==> config.mk <==
export PLATFORM = sky130hd
export DESIGN_NAME = rtp_lossless_frame_packer
export DESIGN_NICKNAME = d
export VERILOG_FILES = /design/src/hw/rtl/rtpfp_pkg.sv /design/src/hw/rtl/rtpfp_front.sv /design/src/hw/rtl/rtpfp_fifo.sv /design/src/hw/rtl/rtpfp_back.sv /design/src/hw/rtl/rtp_lossless_frame_packer.sv
export SDC_FILE = /design/constraint.sdc
export NUM_CORES = 1
export LEC_CHECK = 0
export BUFFER_PORTS_ARGS = -buffer_cell sky130_fd_sc_hd__buf_2
export CAP_MARGIN = 10
export CORE_ASPECT_RATIO = 1.1
export CORE_MARGIN = 2
export CORE_UTILIZATION = 36
export DETAILED_ROUTE_END_ITERATION = 10
export SLEW_MARGIN = 15
export SYNTH_ARGS = -nofsm -noshare
export SYNTH_HDL_FRONTEND = slang
export SYNTH_HIERARCHICAL = 1
export SYNTH_SLANG_ARGS = --single-unit
==> constraint.sdc <==
create_clock -name clk -period 3.45 [get_ports clk]
set_input_delay 0.5175 -clock clk [delete_from_list [all_inputs] [get_ports clk]]
set_output_delay 0.5175 -clock clk [all_outputs]
set_load 0.005 [all_outputs]
==> src/hw/rtl/rtpfp_pkg.sv <==
// shared types and constants for the lossless rtp frame packer
// no dependencies; imported by every module of the block
`default_nettype none

package rtpfp_pkg;

  // sample pairs in one frame, and the pair counter width
  localparam int FRAME_SAMPLES = 352;
  localparam int PAIR_W = (FRAME_SAMPLES > 1) ? $clog2(FRAME_SAMPLES) : 1;

  // front-to-back queue geometry
  localparam int QDEPTH = 4;
  localparam int QPTR_W = $clog2(QDEPTH);
  localparam int QCNT_W = $clog2(QDEPTH + 1);

  // configuration register indexes
  localparam int CFG_IDX_W = 2;
  localparam logic [CFG_IDX_W-1:0] CFG_SOURCE_ID        = 2'd0;
  localparam logic [CFG_IDX_W-1:0] CFG_INITIAL_SEQUENCE = 2'd1;
  localparam logic [CFG_IDX_W-1:0] CFG_INITIAL_RTP_TIME = 2'd2;

  // fixed header bytes
  localparam logic [7:0] RTP_VERSION_BYTE = 8'h80;
  localparam logic [7:0] RTP_TYPE_FIRST   = 8'he0;
  localparam logic [7:0] RTP_TYPE_NEXT    = 8'h60;
  localparam logic [7:0] FRAME_HDR_BYTE0  = 8'h20;
  localparam logic [7:0] FRAME_HDR_BYTE1  = 8'h00;
  localparam logic [6:0] FRAME_HDR_CARRY  = 7'h01;

  // one classified sample pair as it travels from front to back
  typedef struct packed {
    logic [15:0] left_sample;
    logic [15:0] right_sample;
    logic        first;
    logic        last;
  } pair_item_t;

  // configuration register contents
  typedef struct packed {
    logic [31:0] source_id;
    logic [15:0] initial_sequence;
    logic [31:0] initial_rtp_time;
  } cfg_t;

endpackage

`default_nettype wire

==> src/hw/rtl/rtpfp_front.sv <==
// front end: accepts sample pairs and tags frame start and frame end
// depends on rtpfp_pkg
`default_nettype none

module rtpfp_front
  import rtpfp_pkg::*;
(
  input  wire logic        clk,
  input  wire logic        rst_n,
  input  wire logic        in_push,
  input  wire logic [15:0] in_left_sample,
  input  wire logic [15:0] in_right_sample,
  input  wire logic        q_full,
  output pair_item_t       q_item,
  output logic             q_push
);

  logic [PAIR_W-1:0] pair_r, pair_nxt;
  logic              is_first, is_last;

  // position of this pair within its frame
  assign is_first = (pair_r == '0);
  assign is_last  = (pair_r == PAIR_W'(FRAME_SAMPLES - 1));

  assign q_push = in_push && !q_full;

  always_comb begin
    q_item.left_sample  = in_left_sample;
    q_item.right_sample = in_right_sample;
    q_item.first        = is_first;
    q_item.last         = is_last;
  end

  // pair counter wraps at the end of each frame
  always_comb begin
    pair_nxt = pair_r;
    if (q_push) begin
      pair_nxt = is_last ? '0 : pair_r + PAIR_W'(1);
    end
  end

  always_ff @(posedge clk) begin
    if (!rst_n) begin
      pair_r <= '0;
    end else begin
      pair_r <= pair_nxt;
    end
  end

endmodule

`default_nettype wire

==> src/hw/rtl/rtpfp_fifo.sv <==
// short queue of classified pairs between front and back
// depends on rtpfp_pkg
`default_nettype none

module rtpfp_fifo
  import rtpfp_pkg::*;
(
  input  wire logic clk,
  input  wire logic rst_n,
  input  wire logic push,
  input  wire pair_item_t push_item,
  output logic       full,
  input  wire logic pop,
  output pair_item_t head_item,
  output logic       head_valid
);

  pair_item_t         mem [QDEPTH];
  logic [QPTR_W-1:0]  wr_ptr_r, rd_ptr_r;
  logic [QCNT_W-1:0]  count_r, count_nxt;
  logic               do_push, do_pop;

  assign full       = (count_r == QCNT_W'(QDEPTH));
  assign head_valid = (count_r != '0);
  assign head_item  = mem[rd_ptr_r];

  assign do_push = push && !full;
  assign do_pop  = pop && head_valid;

  // storage write
  always_ff @(posedge clk) begin
    if (do_push) begin
      mem[wr_ptr_r] <= push_item;
    end
  end

  // occupancy
  always_comb begin
    count_nxt = count_r;
    if (do_push && !do_pop) begin
      count_nxt = count_r + QCNT_W'(1);
    end else if (!do_push && do_pop) begin
      count_nxt = count_r - QCNT_W'(1);
    end
  end

  // pointers and count
  always_ff @(posedge clk) begin
    if (!rst_n) begin
      wr_ptr_r <= '0;
      rd_ptr_r <= '0;
      count_r  <= '0;
    end else begin
      if (do_push) begin
        wr_ptr_r <= wr_ptr_r + QPTR_W'(1);
      end
      if (do_pop) begin
        rd_ptr_r <= rd_ptr_r + QPTR_W'(1);
      end
      count_r <= count_nxt;
    end
  end

endmodule

`default_nettype wire

==> src/hw/rtl/rtpfp_back.sv <==
// back end: byte sequencer for rtp header, frame header and packed samples
// depends on rtpfp_pkg
`default_nettype none

module rtpfp_back
  import rtpfp_pkg::*;
(
  input  wire logic        clk,
  input  wire logic        rst_n,
  input  wire cfg_t        cfg,
  input  wire pair_item_t  head_item,
  input  wire logic        head_valid,
  output logic             head_pop,
  output logic             out_empty,
  input  wire logic        out_pop,
  output logic [7:0]       out_byte,
  output logic             out_packet_end
);

  // byte positions within one item's output
  localparam logic [4:0] STEP_VER      = 5'd0;
  localparam logic [4:0] STEP_TYPE     = 5'd1;
  localparam logic [4:0] STEP_SEQ_HI   = 5'd2;
  localparam logic [4:0] STEP_SEQ_LO   = 5'd3;
  localparam logic [4:0] STEP_TS_3     = 5'd4;
  localparam logic [4:0] STEP_TS_2     = 5'd5;
  localparam logic [4:0] STEP_TS_1     = 5'd6;
  localparam logic [4:0] STEP_TS_0     = 5'd7;
  localparam logic [4:0] STEP_SID_3    = 5'd8;
  localparam logic [4:0] STEP_SID_2    = 5'd9;
  localparam logic [4:0] STEP_SID_1    = 5'd10;
  localparam logic [4:0] STEP_SID_0    = 5'd11;
  localparam logic [4:0] STEP_FHDR_0   = 5'd12;
  localparam logic [4:0] STEP_FHDR_1   = 5'd13;
  localparam logic [4:0] STEP_PAY_0    = 5'd14;
  localparam logic [4:0] STEP_PAY_1    = 5'd15;
  localparam logic [4:0] STEP_PAY_2    = 5'd16;
  localparam logic [4:0] STEP_PAY_3    = 5'd17;
  localparam logic [4:0] STEP_END      = 5'd18;

  logic [4:0]  step_r, step_nxt, cur_step;
  logic        active_r, active_nxt;
  logic [6:0]  carry_r, carry_nxt;
  logic [15:0] seq_r, seq_nxt;
  logic [31:0] ts_r, ts_nxt;
  logic        first_pkt_r, first_pkt_nxt;
  logic        loaded_r, loaded_nxt;
  logic        out_valid_r, out_valid_nxt;
  logic [7:0]  out_byte_r, out_byte_nxt;
  logic        out_end_r, out_end_nxt;
  logic        advance, emit, item_done;
  logic [15:0] eff_seq;
  logic [31:0] eff_ts;
  logic [7:0]  byte_val;

  // output register moves when empty or when its byte is taken
  assign advance = !out_valid_r || out_pop;
  assign emit    = head_valid && advance;

  // an item starts either at the packet header or straight at its payload
  assign cur_step = active_r ? step_r : (head_item.first ? STEP_VER : STEP_PAY_0);

  assign item_done = emit &&
                     ((cur_step == STEP_PAY_3 && !head_item.last) || cur_step == STEP_END);
  assign head_pop  = item_done;

  // start values come from configuration until the first packet has begun
  assign eff_seq = loaded_r ? seq_r : cfg.initial_sequence;
  assign eff_ts  = loaded_r ? ts_r  : cfg.initial_rtp_time;

  // byte selection for the current step
  always_comb begin
    case (cur_step)
      STEP_VER:    byte_val = RTP_VERSION_BYTE;
      STEP_TYPE:   byte_val = first_pkt_r ? RTP_TYPE_FIRST : RTP_TYPE_NEXT;
      STEP_SEQ_HI: byte_val = seq_r[15:8];
      STEP_SEQ_LO: byte_val = seq_r[7:0];
      STEP_TS_3:   byte_val = ts_r[31:24];
      STEP_TS_2:   byte_val = ts_r[23:16];
      STEP_TS_1:   byte_val = ts_r[15:8];
      STEP_TS_0:   byte_val = ts_r[7:0];
      STEP_SID_3:  byte_val = cfg.source_id[31:24];
      STEP_SID_2:  byte_val = cfg.source_id[23:16];
      STEP_SID_1:  byte_val = cfg.source_id[15:8];
      STEP_SID_0:  byte_val = cfg.source_id[7:0];
      STEP_FHDR_0: byte_val = FRAME_HDR_BYTE0;
      STEP_FHDR_1: byte_val = FRAME_HDR_BYTE1;
      STEP_PAY_0:  byte_val = {carry_r, head_item.left_sample[15]};
      STEP_PAY_1:  byte_val = {head_item.left_sample[14:8], head_item.left_sample[7]};
      STEP_PAY_2:  byte_val = {head_item.left_sample[6:0], head_item.right_sample[15]};
      STEP_PAY_3:  byte_val = {head_item.right_sample[14:8], head_item.right_sample[7]};
      STEP_END:    byte_val = {carry_r, 1'b0};
      default:     byte_val = 8'h00;
    endcase
  end

  // sequencer and packet state
  always_comb begin
    step_nxt      = step_r;
    active_nxt    = active_r;
    carry_nxt     = carry_r;
    seq_nxt       = seq_r;
    ts_nxt        = ts_r;
    first_pkt_nxt = first_pkt_r;
    loaded_nxt    = loaded_r;
    if (emit) begin
      if (item_done) begin
        active_nxt = 1'b0;
      end else begin
        active_nxt = 1'b1;
        step_nxt   = cur_step + 5'd1;
      end
      case (cur_step)
        STEP_VER: begin
          seq_nxt    = eff_seq;
          ts_nxt     = eff_ts;
          loaded_nxt = 1'b1;
        end
        STEP_TYPE:   first_pkt_nxt = 1'b0;
        STEP_FHDR_1: carry_nxt = FRAME_HDR_CARRY;
        STEP_PAY_3:  carry_nxt = head_item.right_sample[6:0];
        STEP_END: begin
          carry_nxt = '0;
          seq_nxt   = seq_r + 16'd1;
          ts_nxt    = ts_r + 32'(FRAME_SAMPLES);
        end
        default: begin
        end
      endcase
    end
  end

  // output register
  always_comb begin
    out_valid_nxt = out_valid_r;
    out_byte_nxt  = out_byte_r;
    out_end_nxt   = out_end_r;
    if (emit) begin
      out_valid_nxt = 1'b1;
      out_byte_nxt  = byte_val;
      out_end_nxt   = (cur_step == STEP_END);
    end else if (out_pop) begin
      out_valid_nxt = 1'b0;
    end
  end

  always_ff @(posedge clk) begin
    if (!rst_n) begin
      step_r      <= STEP_VER;
      active_r    <= 1'b0;
      carry_r     <= '0;
      seq_r       <= '0;
      ts_r        <= '0;
      first_pkt_r <= 1'b1;
      loaded_r    <= 1'b0;
      out_valid_r <= 1'b0;
    end else begin
      step_r      <= step_nxt;
      active_r    <= active_nxt;
      carry_r     <= carry_nxt;
      seq_r       <= seq_nxt;
      ts_r        <= ts_nxt;
      first_pkt_r <= first_pkt_nxt;
      loaded_r    <= loaded_nxt;
      out_valid_r <= out_valid_nxt;
    end
  end

  always_ff @(posedge clk) begin
    out_byte_r <= out_byte_nxt;
    out_end_r  <= out_end_nxt;
  end

  assign out_empty      = !out_valid_r;
  assign out_byte       = out_byte_r;
  assign out_packet_end = out_end_r;

  // checks on the sequencer
  a_step_range: assert property (@(posedge clk) disable iff (!rst_n)
    active_r |-> (step_r <= STEP_END))
    else $error("sequencer step out of range");

  a_head_held: assert property (@(posedge clk) disable iff (!rst_n)
    active_r |-> head_valid)
    else $error("queue head lost while an item is in progress");

  a_end_pad: assert property (@(posedge clk) disable iff (!rst_n)
    (out_valid_r && out_end_r) |-> (out_byte_r[0] == 1'b0))
    else $error("packet end byte carries a set pad bit");

  a_end_after_pay: assert property (@(posedge clk) disable iff (!rst_n)
    (emit && cur_step == STEP_END) |-> (active_r && head_item.last))
    else $error("end byte emitted outside the last pair of a frame");

endmodule

`default_nettype wire

==> src/hw/rtl/rtp_lossless_frame_packer.sv <==
// Lossless-audio RTP frame packer. Takes one stereo pair of 16-bit samples
// per request on a queue-style input (push/full) and delivers the packet one
// byte per request on a queue-style output (empty/pop). The first pair of a
// frame is preceded by a 12-byte RTP header and two frame-header bytes; the
// last pair of a frame is followed by one end byte flagged by
// out_packet_end. The back end puts out one byte per cycle while bytes are
// popped and pairs are queued; a pair yields 4 bytes, 18 when it opens a
// frame and one more when it closes one: about 4.04 bytes per pair in a frame.
// A four-entry queue lets the front accept pairs while the back end is still
// sending a header. Configuration is taken at any time by cfg_valid (always
// ready) and should be written only while the block is idle.
// depends on rtpfp_pkg, rtpfp_front, rtpfp_fifo, rtpfp_back
`default_nettype none

module rtp_lossless_frame_packer
  import rtpfp_pkg::*;
(
  input  wire logic                 clk,
  input  wire logic                 rst_n,
  input  wire logic                 in_push,
  output logic                      in_full,
  input  wire logic [15:0]          in_left_sample,
  input  wire logic [15:0]          in_right_sample,
  output logic                      out_empty,
  input  wire logic                 out_pop,
  output logic [7:0]                out_byte,
  output logic                      out_packet_end,
  input  wire logic                 cfg_valid,
  output logic                      cfg_ready,
  input  wire logic [CFG_IDX_W-1:0] cfg_index,
  input  wire logic [31:0]          cfg_data
);

  cfg_t       cfg_r, cfg_nxt;
  pair_item_t front_item, head_item;
  logic       q_push, q_full, q_pop, head_valid;

  // configuration registers
  assign cfg_ready = 1'b1;

  always_comb begin
    cfg_nxt = cfg_r;
    if (cfg_valid) begin
      case (cfg_index)
        CFG_SOURCE_ID:        cfg_nxt.source_id        = cfg_data;
        CFG_INITIAL_SEQUENCE: cfg_nxt.initial_sequence = cfg_data[15:0];
        CFG_INITIAL_RTP_TIME: cfg_nxt.initial_rtp_time = cfg_data;
        default: begin
        end
      endcase
    end
  end

  always_ff @(posedge clk) begin
    if (!rst_n) begin
      cfg_r <= '0;
    end else begin
      cfg_r <= cfg_nxt;
    end
  end

  assign in_full = q_full;

  rtpfp_front u_front (
    .clk             (clk),
    .rst_n           (rst_n),
    .in_push         (in_push),
    .in_left_sample  (in_left_sample),
    .in_right_sample (in_right_sample),
    .q_full          (q_full),
    .q_item          (front_item),
    .q_push          (q_push)
  );

  rtpfp_fifo u_fifo (
    .clk        (clk),
    .rst_n      (rst_n),
    .push       (q_push),
    .push_item  (front_item),
    .full       (q_full),
    .pop        (q_pop),
    .head_item  (head_item),
    .head_valid (head_valid)
  );

  rtpfp_back u_back (
    .clk            (clk),
    .rst_n          (rst_n),
    .cfg            (cfg_r),
    .head_item      (head_item),
    .head_valid     (head_valid),
    .head_pop       (q_pop),
    .out_empty      (out_empty),
    .out_pop        (out_pop),
    .out_byte       (out_byte),
    .out_packet_end (out_packet_end)
  );

endmodule

`default_nettype wire

### After elaboration in Yosys (flattened, before gate mapping)

Memories as Yosys holds them, arrays and structs flattened. A register that Yosys moved wholly into a read port is not among the register bits.
Cells that the tools add are included.

| word-level totals | value |
|---|---|
| register bits | 169 |
| RAM bits | 136 |
| logic and storage cells | 100 |
| input bits | 71 |
| output and inout bits | 12 |
| memories | 1 |

Memory list:

| name | words | width | rd ports | clocked after Yosys merged registers in | wr ports | RTL line | RTL |
|---|---|---|---|---|---|---|---|
| u_fifo.mem | 4 | 34 | 1 | 1 | 1 | rtpfp_fifo.sv:18 | `pair_item_t mem [QDEPTH];` |

| operators by class | value |
|---|---|
| mux-type cells | 19 |
| add/subtract/negate cells | 8 |
| equality and inequality tests | 23 |
| bitwise gates (word level) | 1 |
| reduce and logical (&&, ||, !) cells | 31 |

Operators by type and width:

| operator | number |
|---|---|
| 8-bit case mux with 18 select lines | 1 |
| 32-bit case mux with 2 select lines | 1 |
| 5-bit by 4-bit == test with 1-bit output, second input constant | 8 |
| 32-bit by 9-bit adder with 32-bit output, second input constant | 1 |
| 32-bit 2-to-1 mux | 1 |
| 16-bit case mux with 2 select lines | 1 |
| 7-bit case mux with 3 select lines | 1 |
| 5-bit by 3-bit == test with 1-bit output, second input constant | 4 |
| 16-bit by 1-bit adder with 16-bit output, second input constant | 1 |
| 16-bit 2-to-1 mux | 1 |
| 5-bit == test, second input constant | 3 |
| 2-bit AND reduction | 7 |
| 5-bit by 2-bit == test with 1-bit output, second input constant | 2 |
| 9-bit by 1-bit adder with 9-bit output, second input constant | 1 |
| 9-bit == test, second input constant | 1 |
| 9-bit zero test | 1 |
| 9-bit 2-to-1 mux | 1 |
| 1-bit logical AND | 8 |
| 8-bit 2-to-1 mux | 1 |
| 3-bit 2-to-1 mux | 2 |
| 2-bit nonzero test | 3 |
| 3-bit nonzero test | 2 |
| 5-bit by 1-bit adder with 5-bit output, second input constant | 1 |
| 5-bit by 1-bit == test with 1-bit output, second input constant | 1 |
| 17 further kinds | 28 |

### Logic depth before layout (Yosys ltp)

Gate-level depths: netlist of the first run.

| logic depth | value |
|---|---|
| depth after elaboration | 10 |
| depth in mapped cells | 15 |
| gate-level depth less buffers | 12 |

### By module

The synthesis of the first run kept the hierarchy.

By module, submodules not included:

| module | seq. area each (µm²) | cells each | area an instance (µm²) | instances |
|---|---|---|---|---|
| rtpfp_fifo | 4264.1 | 226 | 5439.0 | 1 |
| rtpfp_back | 1551.5 | 612 | 4839.6 | 1 |
| rtp_lossless_frame_packer | 1601.5 | 299 | 3064.2 | 1 |
| rtpfp_front | 180.2 | 98 | 807.0 | 1 |

### Worst setup path before layout of the first run

OpenSTA, ideal clock, no wires.

| path | value |
|---|---|
| path kind | reg-to-reg |
| start | reg u_back.active_r |
| end | reg u_fifo.count_r[2] |
| arrival | 2.599 ns |
| library setup time | 0.076 ns |
| period minus slack after synthesis | 2.675 ns |
| data required time | 3.374 ns |
| path buffers | 3 |
| path slack | 0.775 ns |
| stages on the path, launching flop included | 16 |
| path through | dfxtp_1 > buf_2 > nor4b_2 > nand3_1 > inv_2 > buf_2 > buf_2 > nor2_1 > nor2_1 > o31ai_2 > ha_1 > inv_1 > fa_1 > xor2_1 > or3_1 > a21boi_0 |

| on the way | value |
|---|---|
| cells in the longest elaborated chain, start to end | 9 |
| elaborated cells on any way between the ends | 12 |
| classes of those cells | eq/ne: 2; mux: 2; reduce/logical: 8 |

RTL lines:

| element | RTL line | RTL |
|---|---|---|
| start, declared | rtpfp_back.sv:42 | `logic active_r, active_nxt;` |
| start signal, assigned | rtpfp_back.sv:159 | `active_r <= active_nxt;` |
| 5-bit 2-to-1 mux (*) | rtpfp_back.sv:61 | `assign cur_step = active_r ? step_r : (head_item.first ? STEP_VER : STEP_PAY_0);` |
| 5-bit == test | rtpfp_back.sv:64 | `((cur_step == STEP_PAY_3 && !head_item.last) \|\| cur_step == STEP_END);` |
| 1-bit logical AND | rtpfp_back.sv:64 |  |
| 1-bit logical OR (*) | rtpfp_back.sv:64 |  |
| 1-bit logical AND (*) | rtpfp_back.sv:63 | `assign item_done = emit &&` |
| via q_pop | rtp_lossless_frame_packer.sv:36 | `logic q_push, q_full, q_pop, head_valid;` |
| 1-bit logical AND (*) | rtpfp_fifo.sv:28 | `assign do_pop = pop && head_valid;` |
| 1-bit zero test | rtpfp_fifo.sv:40 | `if (do_push && !do_pop) begin` |
| 1-bit logical AND | rtpfp_fifo.sv:40 |  |
| 3-bit 2-to-1 mux / 2-bit nonzero test (equally long branches) | - |  |
| end signal, assigned | rtpfp_fifo.sv:60 | `count_r <= count_nxt;` |
| end, declared | rtpfp_fifo.sv:20 | `logic [QCNT_W-1:0] count_r, count_nxt;` |

Mark *: on every way through the listed nets, which the timed path passes. The rest lies on a longest branch.
A chain may end at the register's enable or synchronous reset.

==> flow_metrics.py, run 1 <==
metrics = {
    "hold_path": {
        "min_from": "in_right_sample[9]",
        "hold_depth": 1,
        "hp-class": "in2reg",
        "hold_end": "u_fifo/mem[2][11]",
    },
    "cells_and_area": {
        "drive_above_1_share_pct": 17.72,
        "final_common_cell": "nand2_1",
        "nets": 1340,
        "fillCellCount": 3766,
        "syn2layout_area_growth_pct": 11.28,
        "final_cell_mix": "nand2_1 (187), dfxtp_1 (161), edfxtp_1 (145), mux2i_1 (87), buf_2 (80)",
        "instances_no_fill": 1790,
    },
    "routing": {
        "dr.first_iter.drc_count": 1090,
        "num_vias": 10060,
        "ant_nets": 0,
        "wl_per_cell_um": 21.13,
        "wirelength_mm": 37.82,
        "firstDrtPassIters": 6,
        "remaining_drc_errors": 0,
        "viasPerCell": 5.618,
    },
    "power_and_ir_drop": {
        "p_clk_share_pct": 34.0,
        "power_frac_seq_pct": 44.8,
        "power.density_nw_per_um2": 685.8,
        "vdd_drop_max_mv": 0.4711,
        "power_mw": 10.80,
        "p_sw_mw": 3.369,
        "p_comb_share_pct": 21.2,
        "switching_share_pct": 31.20,
        "leakage_nw": 5.655,
        "p_int_mw": 7.431,
    },
    "global_routing": {
        "grt_antenna_before_repair": 3,
        "grt_pass1_vias": 9664,
        "grt_overflow_total": 0,
        "grt_pass1_wl_mm": 58.31,
        "grtUsageTotal_pct": 18.72,
        "grt_start_max_net_pins": 81,
    },
    "placed_design": {
        "dp.cells": 1729,
        "dpl.hpwl_mm": 25.91,
        "portBuffers": 81,
        "place_ws_ps": 681.4,
        "gp_congestion": 0.9009,
    },
    "clocking": {
        "ctsRootBufferMaster": "clkbuf_16",
        "h-tree-depth": 2,
        "path_clk_slew_ps": 60,
        "ctsResizeCount": 0,
        "holdBufCountCts": 0,
        "tritoncts": "done",
        "clock-sinks": 307,
        "cts_setup_buffers": 0,
        "clockBufferDepth": 3,
        "insertion_delay_ps": 520,
        "cts-buffers-inserted": 34,
    },
    "logic_synthesis": {
        "async_reset_ff_share_pct": 0,
        "synthTopCellsByArea": "edfxtp_1 (31%), dfxtp_1 (23%), mux2i_1 (6.2%), nand2_1 (5.0%), mux4_2 (4.8%)",
        "ys.flop_type": "dfxtp_1",
        "yosysSeqAreaShare_pct": 53.69,
        "syn_avg_cell_area_um2": 11.46,
        "synth_top_area_share_pct": 30.77,
        "synth_area_um2": 14150,
        "ys_ff_latch": 307,
        "synth_edf_count": 145,
        "syn-num-nets": 1317,
        "synth_top_cell_by_area": "edfxtp_1",
        "ys_warn_count": 6,
        "synth_cell_types": 93,
        "synth_cells": 1235,
    },
    "critical_path": {
        "required_ps": 3710,
        "timing.rr.end": "u_back/out_byte[5]",
        "slowest_delay_ps": 650,
        "end_kind": "flop",
        "ff2ff_path_depth": 6,
        "cp_max_fo": 10,
        "path_cells": "mux4_1 > nor2b_1 > or2_1 > a22oi_1 > o211ai_1 > or3_1",
        "reg2reg_slack_ps": 600,
        "slowest_stage": "mux4_1",
        "critPathLaunchType": "flop",
        "worstSetupPathType": "reg2reg",
        "arrival_ps": 3110,
    },
    "timing": {
        "worst_slack_ps": 597.6,
        "rsz0062_at_grt": "no",
        "min_period_over_period_pct": 82.68,
        "hold_viol": 0,
        "fmax_mhz": 350.6,
        "slew_violations": 0,
        "whs_ps": 212.1,
        "tightest_slew_ps": 974.7,
        "period_minus_slack_ps": 2852,
        "setup_viol": 0,
        "slew_headroom_pct": 34.48,
        "fin_skew_ps": 11.32,
        "setup-tns-final_ps": 0,
    },
    "floorplan": {
        "coreArea_um2": 38990,
        "dieArea_um2": 40910,
        "die_w_um": 193.0,
        "io_pins": 83,
        "row_count": 76,
        "start_util_pct": 36.29,
        "die-height_um": 211.9,
    },
    "run": {
        "drv_cap": 0,
    },
    "run_status": {
        "status": "complete, no violations",
    },
}
registers in the layout, summed over array words and instances (netlist names), 2 cells and up, named ones only:
name and flops:
cfg_r 80, u_back/carry_r 7, u_back/out_byte 8, u_back/seq_r 16, u_back/step_r 5, u_back/ts_r 32
u_fifo/count_r 3, u_fifo/mem 136, u_fifo/rd_ptr_r 2, u_fifo/wr_ptr_r 2, u_front/pair_r 9
power by group through the flow:
| stage | clock [mW] | combinational [mW] | sequential, mW |
|---|---|---|---|
| 3_5_place_dp | 0 | 2.27 | 4.90 |
| 5_1_grt | 3.89 | 2.48 | 4.89 |
| 6_report | 3.67 | 2.29 | 4.84 |
| 3_3_place_gp | 0 | 2.23 | 4.88 |
| 2_1_floorplan | 0 | 1.68 | 4.67 |
| 4_1_cts | 3.75 | 2.28 | 4.83 |
worst max-delay path, delay by kind of cell, from the launching register on:
family / cells / cell delay [ps]
mux: 1 / 650
flops: 1 / 370
compound gates: 2 / 510
simple gates: 3 / 1060
metal layers:
layer | global-route usage (%) | up-vias | share of wire (%)
li1 | - | 4649 | -
met1 | 25.14 | 4919 | 42
met2 | 29.32 | 391 | 46
met3 | 3.432 | 96 | 7.0
met4 | 8.595 | 2 | 4.9
met5 | 0 | - | 0.019
synthesized netlist by cell type (all sizes together) (7+ instances only):
| cell type | instances |
|---|---|
| buf | 93 |
| inv | 20 |
| a22oi | 17 |
| nor4 | 10 |
| a31oi | 10 |
| o211ai | 7 |
| ha | 10 |
| clkbuf | 30 |
| dfxtp | 162 |
| nand3 | 32 |
| edfxtp | 145 |
| a222oi | 15 |
| o32ai | 11 |
| a21oi | 64 |
| nand4 | 15 |
| nor3 | 25 |
| nand2 | 188 |
| mux2i | 87 |
| and3 | 8 |
| a22o | 10 |
| o21ai | 29 |
| mux4 | 34 |
| and2 | 17 |
| nor2 | 53 |
| nor2b | 10 |
| and4 | 7 |
| nor3b | 7 |
| a211oi | 10 |
how the worst max path moves through the flow:
stage                                start                  to  slack (ps)  cells after the start
after floorplan            u_back/active_r   u_fifo/count_r[2]         780                     15
after global placement                flop  u_back/out_byte[5]         690                      6
after detailed placement              flop  u_back/out_byte[5]         680                      6
after CTS                             flop  u_back/out_byte[5]         660                      6
after global routing      u_back/step_r[2]   u_fifo/count_r[2]         440                     12
final                                 flop  u_back/out_byte[5]         600                      6
final cells by class:
cell class	instances	area [um^2]	share of cell area [%]
repair buffers	110	650.6	4.132
multi-input cells	785	5669	36.00
clock inverters	16	197.7	1.255
flip-flops and latches	307	7599	48.26
clock buffers	43	915.9	5.816
well taps	507	634.4	4.029
inverters	20	75.07	0.4768
diodes	2	5.005	0.03178
metrics by stage:
step	util, %	cell area, um^2
2_1_floorplan	-	14150
3_3_place_gp	37.52	14630
3_5_place_dp	37.52	14630
4_1_cts	40.38	15740
5_1_grt	40.38	15740
6_report	40.39	15750
cells by family (layout without fill, tap and decap cells):
group	after synthesis	count (layout)	synth area share, %
muxes	121	121	11.67
other	1	3	0.02650
AOI/OAI and AO/OA	241	241	12.38
xor gates and xnor gates	7	7	0.4333
adders and majority gates	11	11	1.026
buffers and inverters	143	189	6.402
and+or+nand+nor	404	404	14.37
DFF	307	307	53.69
Note: power is estimated with default switching activity, not from simulation.
==> run 2: changes to the inputs <==
==> constraint.sdc (replaced) <==
create_clock -name clk -period 2.8 [get_ports clk]
set_input_delay 0.42 -clock clk [delete_from_list [all_inputs] [get_ports clk]]
set_output_delay 0.42 -clock clk [all_outputs]
set_load 0.005 [all_outputs]
==> run 2 against run 1 <==
Compared with the run above:
- combinational power rose by 28%
- power rose by 27%
- first-iteration DRC count rose by 1.5%
- final area rose by 1.6%
- maximum frequency rose by 8.2%
- largest power group unchanged
- highest routed layer is now met4
==> flow_metrics.py, run 2 (synthesized netlist as in run 1, its figures left out) <==
metrics = {
    "power_and_ir_drop": {
        "power.density_nw_per_um2": 855.9,
        "leakage_nw": 5.778,
        "vdd_drop_max_mv": 0.5276,
        "power_mw": 13.69,
    },
    "floorplan": {
        "die-height_um": 211.9,
        "io_pins": 83,
        "row_count": 76,
        "coreArea_um2": 38990,
        "start_util_pct": 36.29,
        "dieArea_um2": 40910,
        "die_w_um": 193.0,
    },
    "routing": {
        "dr_wl_met3_mm": 2.929,
        "wl_met1_mm": 16.58,
        "dr.first_iter.drc_count": 1106,
        "wl_per_cell_um": 21.37,
        "wirelength_mm": 38.55,
        "remaining_drc_errors": 0,
        "top_layer": "met4",
        "num_vias": 10070,
        "ant_nets": 0,
        "wl_met2_mm": 17.42,
        "firstDrtPassIters": 7,
        "viasPerCell": 5.582,
    },
    "hold_path": {
        "hold_end": "u_fifo/mem[1][7]",
        "min_from": "in_right_sample[5]",
        "hold_depth": 1,
        "hp-class": "in2reg",
    },
    "critical_path": {
        "cp_max_fo": 10,
        "worstSetupPathType": "reg2reg",
        "arrival_ps": 2910,
        "path_buf_inv": 0,
        "end_kind": "flop",
        "critPathLaunchType": "flop",
        "slowest_delay_ps": 630,
        "reg2reg_slack_ps": 160,
        "required_ps": 3080,
        "ff2ff_path_depth": 6,
        "timing.rr.end": "u_back/out_byte[5]",
        "path_cells": "mux4_1 > nor2b_1 > or2_1 > a22oi_1 > o211ai_1 > or3_1",
        "slowest_stage": "mux4_1",
        "crit_family": "simple AND/OR/NAND/NOR gates",
    },
    "run_status": {
        "status": "complete, no violations",
    },
    "cells_and_area": {
        "final_common_cell": "nand2_1",
        "fin_util_pct": 41.03,
        "top_register": "u_fifo/mem",
        "largest_register_ffs": 136,
        "drive_above_1_share_pct": 18.52,
        "syn2layout_area_growth_pct": 13.04,
        "final_cell_mix": "nand2_1 (187), dfxtp_1 (161), edfxtp_1 (145), mux2i_1 (87), buf_2 (80)",
        "instances_no_fill": 1804,
        "fillCellCount": 3741,
        "largestRegisters": "u_fifo/mem (136), cfg_r (80), u_back/ts_r (32)",
        "nets": 1350,
    },
    "global_routing": {
        "grt_start_max_net_pins": 145,
        "grtUsageTotal_pct": 18.95,
        "grt_pass1_wl_mm": 58.92,
        "grt_antenna_before_repair": 1,
        "grt_overflow_total": 0,
        "grt_pass1_vias": 9921,
    },
    "clocking": {
        "cts-buffers-inserted": 36,
        "path_clk_slew_ps": 60,
        "insertion_delay_ps": 540,
        "ctsResizeCount": 0,
        "clockBufferDepth": 3,
        "clock-sinks": 307,
        "h-tree-depth": 2,
        "cts_setup_buffers": 0,
        "holdBufCountCts": 0,
        "ctsRootBufferMaster": "clkbuf_16",
        "tritoncts": "done",
    },
    "timing": {
        "setup_viol": 0,
        "hold_viol": 0,
        "rsz0062_at_grt": "no",
        "fin_skew_ps": 18.49,
        "min_period_over_period_pct": 94.18,
        "worst_slack_ps": 163.1,
        "fmax_mhz": 379.2,
        "setup-tns-final_ps": 0,
        "tightest_slew_ps": 914.2,
        "slew_violations": 0,
        "period_minus_slack_ps": 2637,
        "slew_headroom_pct": 38.58,
    },
    "run": {
        "drv_cap": 0,
    },
    "placed_design": {
        "dpl.hpwl_mm": 26.48,
        "place_ws_ps": 193.1,
        "portBuffers": 81,
        "gp_congestion": 0.8951,
        "dp.cells": 1737,
    },
}
run 2: cell types whose count changed in the layout (fill, tap and decap cells not counted), sizes merged:
cell	previous run	this run
diode	2	1
clkinv	7	12
clkinvlp	3	2
clkbuf	43	45
inv	22	23
buf	110	118
run 2: routing by layer:
layer,vias up,track usage [%]
li1,4667,-
met1,4923,25.40
met2,405,29.46
met3,75,4.244
met4,0,8.046
met5,-,0
run 2: worst register-to-register path: stages, from the launching register on:
cell and delay [ps]:
dfxtp_2 430, mux4_1 630, nor2b_1 220, or2_1 400, a22oi_1 230, o211ai_1 110
or3_1 370
run 2: how the worst max path moves through the flow:
stage / start / endpoint / slack (ps) / cells past startpoint
after floorplan: u_back/active_r / u_fifo/count_r[2] / 130 / 15
after detailed placement: flop / u_back/out_byte[5] / 190 / 6
after global placement: flop / u_back/out_byte[5] / 230 / 6
after global routing: u_back/active_r / u_back/out_byte[1] / 20 / 6
final: flop / u_back/out_byte[5] / 160 / 6
after CTS: flop / u_back/out_byte[5] / 180 / 6
run 2: through the flow:
step	instance area (um^2)	hold slack, ps
finish	16000	102.1
detailed placement	14760	449.7
floorplan	14150	431.3
global placement	14760	443.4
CTS	15990	78.51
global route	15990	89.72
run 2: area by class of cell:
type                       instances  area (um^2)  share of cell area (%)
inverter                          20        75.07                  0.4693
tap                              507        634.4                   3.966
clock buffer                      45        996.0                   6.227
antenna                            1        2.502                 0.01564
multi-input combinational        785         5669                   35.44
sequential                       307         7599                   47.50
clock inverter                    21        234.0                   1.463
timing repair buffer             118        785.8                   4.912
run 2: where the power goes:
| group | internal (mW) | total (mW) | switching [mW] |
|---|---|---|---|
| Sequential | 5.40 | 5.94 | 0.536 |
| Clock | 2.92 | 4.81 | 1.90 |
| Combinational | 1.12 | 2.94 | 1.82 |
| Total | 9.44 | 13.7 | 4.25 |
